<file path="config.mk">
export PLATFORM = sky130hd
export DESIGN_NAME = rdmp_ctrl
export DESIGN_NICKNAME = d
export VERILOG_FILES = /design/src/rtl/rdmp_pkg.sv /design/src/rtl/rdmp_ctrl.sv
export SDC_FILE = /design/constraint.sdc
export NUM_CORES = 1
export LEC_CHECK = 0
export BUFFER_PORTS_ARGS = -buffer_cell sky130_fd_sc_hd__buf_2
export CAP_MARGIN = 10
export CORE_AREA = 2 2 39 41
export DETAILED_ROUTE_END_ITERATION = 8
export DIE_AREA = 0 0 41 43
export SLEW_MARGIN = 20
export SYNTH_ARGS = -nofsm -noshare
export SYNTH_HDL_FRONTEND = slang
export SYNTH_SLANG_ARGS = --single-unit
</file>
<file path="constraint.sdc">
create_clock -name clk -period 1.6 [get_ports clk]
set_input_delay 0 -clock clk [delete_from_list [all_inputs] [get_ports clk]]
set_output_delay 0 -clock clk [all_outputs]
set_load 0.02 [all_outputs]
</file>
<file path="src/rtl/rdmp_pkg.sv">
`default_nettype none

package rdmp_pkg;

  // Store geometry.
  localparam int unsigned MAX_OUT_SITES = 256;
  localparam int unsigned MAX_IN_SITES  = 1024;
  localparam int unsigned MAX_FEATURES  = 64;
  localparam int unsigned MAX_WINDOW    = 64;

  localparam int unsigned SITE_DEPTH = MAX_OUT_SITES * MAX_FEATURES;
  localparam int unsigned GRAD_DEPTH = MAX_IN_SITES * MAX_FEATURES;
  localparam int unsigned SITE_AW    = $clog2(SITE_DEPTH);
  localparam int unsigned GRAD_AW    = $clog2(GRAD_DEPTH);
  localparam int unsigned ISITE_W    = $clog2(MAX_IN_SITES);

  // Field widths.
  localparam int unsigned REQ_W   = 2;
  localparam int unsigned OSITE_W = 8;
  localparam int unsigned SLOT_W  = 6;
  localparam int unsigned INS_W   = 11;
  localparam int unsigned FEAT_W  = 6;
  localparam int unsigned VAL_W   = 32;
  localparam int unsigned IDX_W   = 16;
  localparam int unsigned CFG_W   = 7;

  // Configuration port.
  localparam int unsigned CFG_AW = 3;
  localparam int unsigned PDATA_W = 32;
  localparam logic CFG_FEATURES = 1'b0;
  localparam logic CFG_WINDOW   = 1'b1;
  localparam logic [CFG_W-1:0] FEATURES_RESET = 7'd64;
  localparam logic [CFG_W-1:0] WINDOW_RESET   = 7'd9;

  // Request codes. Code 3 has no meaning and is dropped.
  typedef enum logic [REQ_W-1:0] {
    REQ_FWD  = 2'd0,
    REQ_BWD  = 2'd1,
    REQ_READ = 2'd2
  } req_t;

  localparam logic RES_POOL = 1'b0;
  localparam logic RES_GRAD = 1'b1;

  typedef struct packed {
    logic [REQ_W-1:0]         req_type;
    logic [OSITE_W-1:0]       out_site;
    logic [SLOT_W-1:0]        slot;
    logic signed [INS_W-1:0]  in_site;
    logic [FEAT_W-1:0]        feature;
    logic signed [VAL_W-1:0]  value;
  } item_t;

  typedef struct packed {
    logic                     result_kind;
    logic signed [VAL_W-1:0]  result_value;
    logic [IDX_W-1:0]         chosen_index;
    logic                     window_empty;
    logic                     saturated;
  } result_t;

  typedef struct packed {
    logic                     seen;
    logic [IDX_W-1:0]         choice;
    logic signed [VAL_W-1:0]  best;
  } site_entry_t;

  typedef struct packed {
    logic                     sat;
    logic signed [VAL_W-1:0]  grad;
  } grad_entry_t;

  typedef enum logic [2:0] {
    ST_CLEAR,
    ST_IDLE,
    ST_SITE_RD,
    ST_SITE_EVAL,
    ST_GRAD_RD,
    ST_GRAD_EVAL
  } state_t;

  // Controller to datapath.
  typedef struct packed {
    logic ready;
    logic capture;
    logic clr;
    logic site_wr;
    logic load_choice;
    logic grad_wr;
    logic out_load;
  } cmd_t;

  // Datapath to controller.
  typedef struct packed {
    logic             clr_done;
    logic [REQ_W-1:0] in_req;
    logic             is_fwd;
    logic             is_bwd;
    logic             is_read;
    logic             last_slot;
    logic             seen;
    logic             empty_site;
    logic             out_busy;
  } sts_t;

endpackage

`default_nettype wire

</file>
<file path="src/rtl/rdmp_ctrl.sv">
`default_nettype none

module rdmp_ctrl (
  input  wire logic          clk,
  input  wire logic          rst,
  input  wire logic          item_valid,
  input  wire rdmp_pkg::sts_t sts,
  output rdmp_pkg::cmd_t     cmd
);
  import rdmp_pkg::*;

  state_t state;
  state_t state_next;
  logic   fwd_hold;
  logic   read_hold;

  // A result that cannot be parked in the output register holds the step.
  assign fwd_hold  = sts.last_slot && sts.out_busy;
  assign read_hold = sts.out_busy;

  always_ff @(posedge clk) begin
    if (rst) begin
      state <= ST_CLEAR;
    end else begin
      state <= state_next;
    end
  end

  always_comb begin
    state_next = state;
    case (state)
      ST_CLEAR: begin
        if (sts.clr_done) begin
          state_next = ST_IDLE;
        end
      end
      ST_IDLE: begin
        if (item_valid) begin
          case (sts.in_req)
            REQ_FWD:  state_next = ST_SITE_RD;
            REQ_BWD:  state_next = ST_SITE_RD;
            REQ_READ: state_next = ST_GRAD_RD;
            default:  state_next = ST_IDLE;
          endcase
        end
      end
      ST_SITE_RD: begin
        state_next = ST_SITE_EVAL;
      end
      ST_SITE_EVAL: begin
        if (sts.is_fwd) begin
          state_next = fwd_hold ? ST_SITE_EVAL : ST_IDLE;
        end else begin
          state_next = sts.seen ? ST_GRAD_RD : ST_IDLE;
        end
      end
      ST_GRAD_RD: begin
        state_next = ST_GRAD_EVAL;
      end
      ST_GRAD_EVAL: begin
        if (sts.is_read && read_hold) begin
          state_next = ST_GRAD_EVAL;
        end else begin
          state_next = ST_IDLE;
        end
      end
      default: begin
        state_next = ST_CLEAR;
      end
    endcase
  end

  always_comb begin
    cmd = '0;
    case (state)
      ST_CLEAR: begin
        cmd.clr = 1'b1;
      end
      ST_IDLE: begin
        cmd.ready   = 1'b1;
        cmd.capture = item_valid;
      end
      ST_SITE_EVAL: begin
        if (sts.is_fwd) begin
          cmd.site_wr  = !fwd_hold;
          cmd.out_load = !fwd_hold && sts.last_slot;
        end else begin
          cmd.load_choice = 1'b1;
        end
      end
      ST_GRAD_EVAL: begin
        if (sts.is_read) begin
          cmd.out_load = !read_hold;
          cmd.grad_wr  = !read_hold && !sts.empty_site;
        end else begin
          cmd.grad_wr = 1'b1;
        end
      end
      default: begin
        cmd = '0;
      end
    endcase
  end

  a_clear_ends_idle: assert property (@(posedge clk) disable iff (rst)
    state == ST_CLEAR && sts.clr_done |=> state == ST_IDLE)
    else $error("clearing pass did not hand over to idle");

  // An unknown request code is dropped in idle, so only known codes start work.
  a_one_item: assert property (@(posedge clk) disable iff (rst)
    item_valid && cmd.ready &&
    (sts.in_req == REQ_FWD || sts.in_req == REQ_BWD || sts.in_req == REQ_READ)
    |=> !cmd.ready)
    else $error("second item taken while one is in work");

endmodule

`default_nettype wire

</file>
==> summary.txt <==
Run status
  – Status: completed

Clock network
  – Post-CTS Setup Bufs: 0
  – CTS clk-pin slew, worst paths: 0.04 ns
  – Clock Path Buffers: 2
  – Skew-Pair Late Insertion Delay: 0.24 ns
  – CTS root buf: clkbuf_4
  – CTS buffer count: 3
  – CTS tree: built
  – Post_cts resized: 0
  – Max H-tree Level: 1
  – Hold_buf cts: 0
  – Clock Sinks: 3

Routing
  – Final ANT Viol Nets: 0
  – Vias post-DR: 373
  – First-pass iteration count of the detailed router: 2
  – Routed len/inst: approximately 10 µm
  – Drt drc: 0
  – Detailed Route Iter0 Violations: 3
  – Drt total wl: slightly above 800 µm
  – Vias/cell: between 4 and 5

Power and ir drop
  – Leakage: 0.212 nW
  – Gate power share: between 30% and 40%
  – Clock network power share: 38.0%
  – Part of the power in registers: 28.3%
  – P_sw: 0.000122 W
  – Power Internal: 0.000234 W
  – Sw Ratio: 34.3%
  – Pwr dens: 817 nW/µm²
  – VDD IR max: 0.199 mV

Hold path
  – Worst Hold Class: input port to flip-flop

Run
  – Max-Cap Viols: 0

Worst setup path
  – Critical path required time: 1.60 ns
  – Worst setup EP type: output port
  – Critical path class: flip-flop to output port
  – CP startpoint kind: flip-flop
  – Worst EP arrival: 1.42 ns
  – Worst-path maximum fanout: 11

STA
  – Setup violators final: 0
  – Final Skew: 0.00169 ns
  – RSZ-0062 raised after global routing: no
  – F_max: 703 MHz
  – Worst-Margin Slew: 0.452 ns
  – Slew Viols, Final: 0
  – Setup TNS: 0 ns
  – Relative slew margins: a little over two thirds
  – Final hold violations: 0
  – Final worst-path cycle share: 88.9%
  – Minimum clock period: 1.42 ns
  – Worst hold margin: approximately 0.043 ns

Global route
  – Vias in the first global route: 362
  – Largest net degree at the start of global routing: 12
  – GR Util All Layers: about an eighth
  – Initial antenna violation count: 0
  – First-pass GRT wire length: 1420 µm
  – Grt ovf: 0

Floorplan
  – Top-level I/O count: 20
  – Core area: 1380 µm²
  – Die width: 41 µm
  – Full die area: 1760 µm²
  – Die Y: 43 µm
  – Std cell rows: 14
  – Initial Util: 22.7%

Finish
  – Diode count: 0
  – Layout cell share with drive strength beyond 1: 41.9%
  – Final Util: 31.6%
  – Reg with most FFs: state
  – Area delta synth->final: 39.0%
  – Final nets: 76
  – Fillcell total: 164
  – Biggest registers after layout: state x3
  – Largest register FFs: 3

Synth
  – Seq cells post-synth: 3
  – Syn avg cell area: 7.48 µm²
  – Synthesized area: 314 µm²
  – Mapped Cells: 42
  – Syn. warnings: 0
  – Synth cell types: 25
  – Mapped Nets: 55
  – Sequential area share after synthesis: between 10% and 20%

Placement
  – HPWL after DPL: 608 µm
  – PortBufs: 18
  – GPL Wtd Cong: 0.724
metal layers:
| layer | vias to the layer above | global-route usage (%) | routed length (µm) |
|---|---|---|---|
| met5 | - | 0 | 0 |
| met1 | 167 | 16.7 | 366 |
| met3 | 2 | 1.57 | 51 |
| met4 | 0 | 8.00 | 14 |
| met2 | 15 | 15.3 | 378 |
| li1 | 189 | - | - |
metrics by stage:
step | cells | area, µm² | total power, W | setup WS (ns)
2_1_floorplan | 42 | 314 | 0.000189 | 0.296
4_1_cts | 78 | 437 | 0.000362 | 0.178
6_report | 78 | 437 | 0.000357 | 0.178
3_5_place_dp | 74 | 410 | 0.000222 | 0.227
3_3_place_gp | 74 | 410 | 0.000219 | 0.258
5_1_grt | 78 | 437 | 0.000382 | 0.0876
cell type report:
type | instances | area, µm² | share of cell area [%]
sequential | 3 | 60.1 | 13.8
tap | 16 | 20.0 | 4.58
clock buffer | 4 | 26.3 | 6.02
timing repair buffer | 19 | 97.6 | 22.3
inverter | 1 | 3.75 | 0.860
multi-input combinational | 35 | 229 | 52.4
power by group through the flow:
stage	Sequential, W	Clock (W)	Combinational, W
floorplan	0.0000857	0	0.000103
global placement	0.000101	0	0.000119
detailed placement	0.000101	0	0.000120
CTS	0.000100	0.000140	0.000122
global route	0.000103	0.000144	0.000135
finish	0.000101	0.000136	0.000120
cell families after synthesis:
| group | share of synthesized area (%) |
|---|---|
| simple gates | 39.4 |
| mux | 4.78 |
| compound gates | 28.7 |
| buf+inv | 7.97 |
| flops | 19.1 |
worst paths after layout:
kind / end / slack, ns / start / cells after the start
max: cmd[0] / 0.18 / state[2] / 5
min: state[2] / 0.04 / rst / 4
max reg2reg: state[0] / 0.21 / state[0] / 4
min reg2reg: state[1] / 0.68 / state[0] / 2
synthesized netlist by cell type:
cell / count / share of area, %
nor3b_1: 1 / 2.4
and2_1: 1 / 2.0
nor3_1: 1 / 1.6
nor2_1: 5 / 6.0
inv_1: 1 / 1.2
mux2_4: 1 / 4.8
a21oi_2: 1 / 2.8
a21o_1: 1 / 2.4
nand4_1: 1 / 2.0
nand3_1: 1 / 1.6
a21oi_1: 3 / 4.8
nor2b_1: 2 / 4.0
o21ai_0: 1 / 1.6
buf_2: 2 / 3.2
nor4_1: 1 / 2.0
o221a_1: 1 / 3.6
nor3b_2: 1 / 4.0
nand2_1: 5 / 6.0
buf_6: 1 / 3.6
o31a_1: 1 / 2.8
nand2b_1: 3 / 6.0
dfxtp_1: 3 / 19
a31oi_1: 2 / 4.0
o31ai_4: 1 / 6.8
and3_1: 1 / 2.0
critical path: stages (launching register included):
cell and delay (ns):
dfxtp_1 0.59, nand2_1 0.09, nor2_1 0.10, a31oi_1 0.05
nor3b_1 0.17, buf_2 0.19
layout by cell type, fill, tap and decap left out, types with 2 or more instances in the layout:
cell type and n:
a21oi_1 3, nor2b_1 2, nand2_1 5, dfxtp_1 3, clkbuf_4 3, nand2b_1 3, nor2_1 5, buf_2 18
a31oi_1 2
No activity file was read; power rests on OpenSTA's default activity.
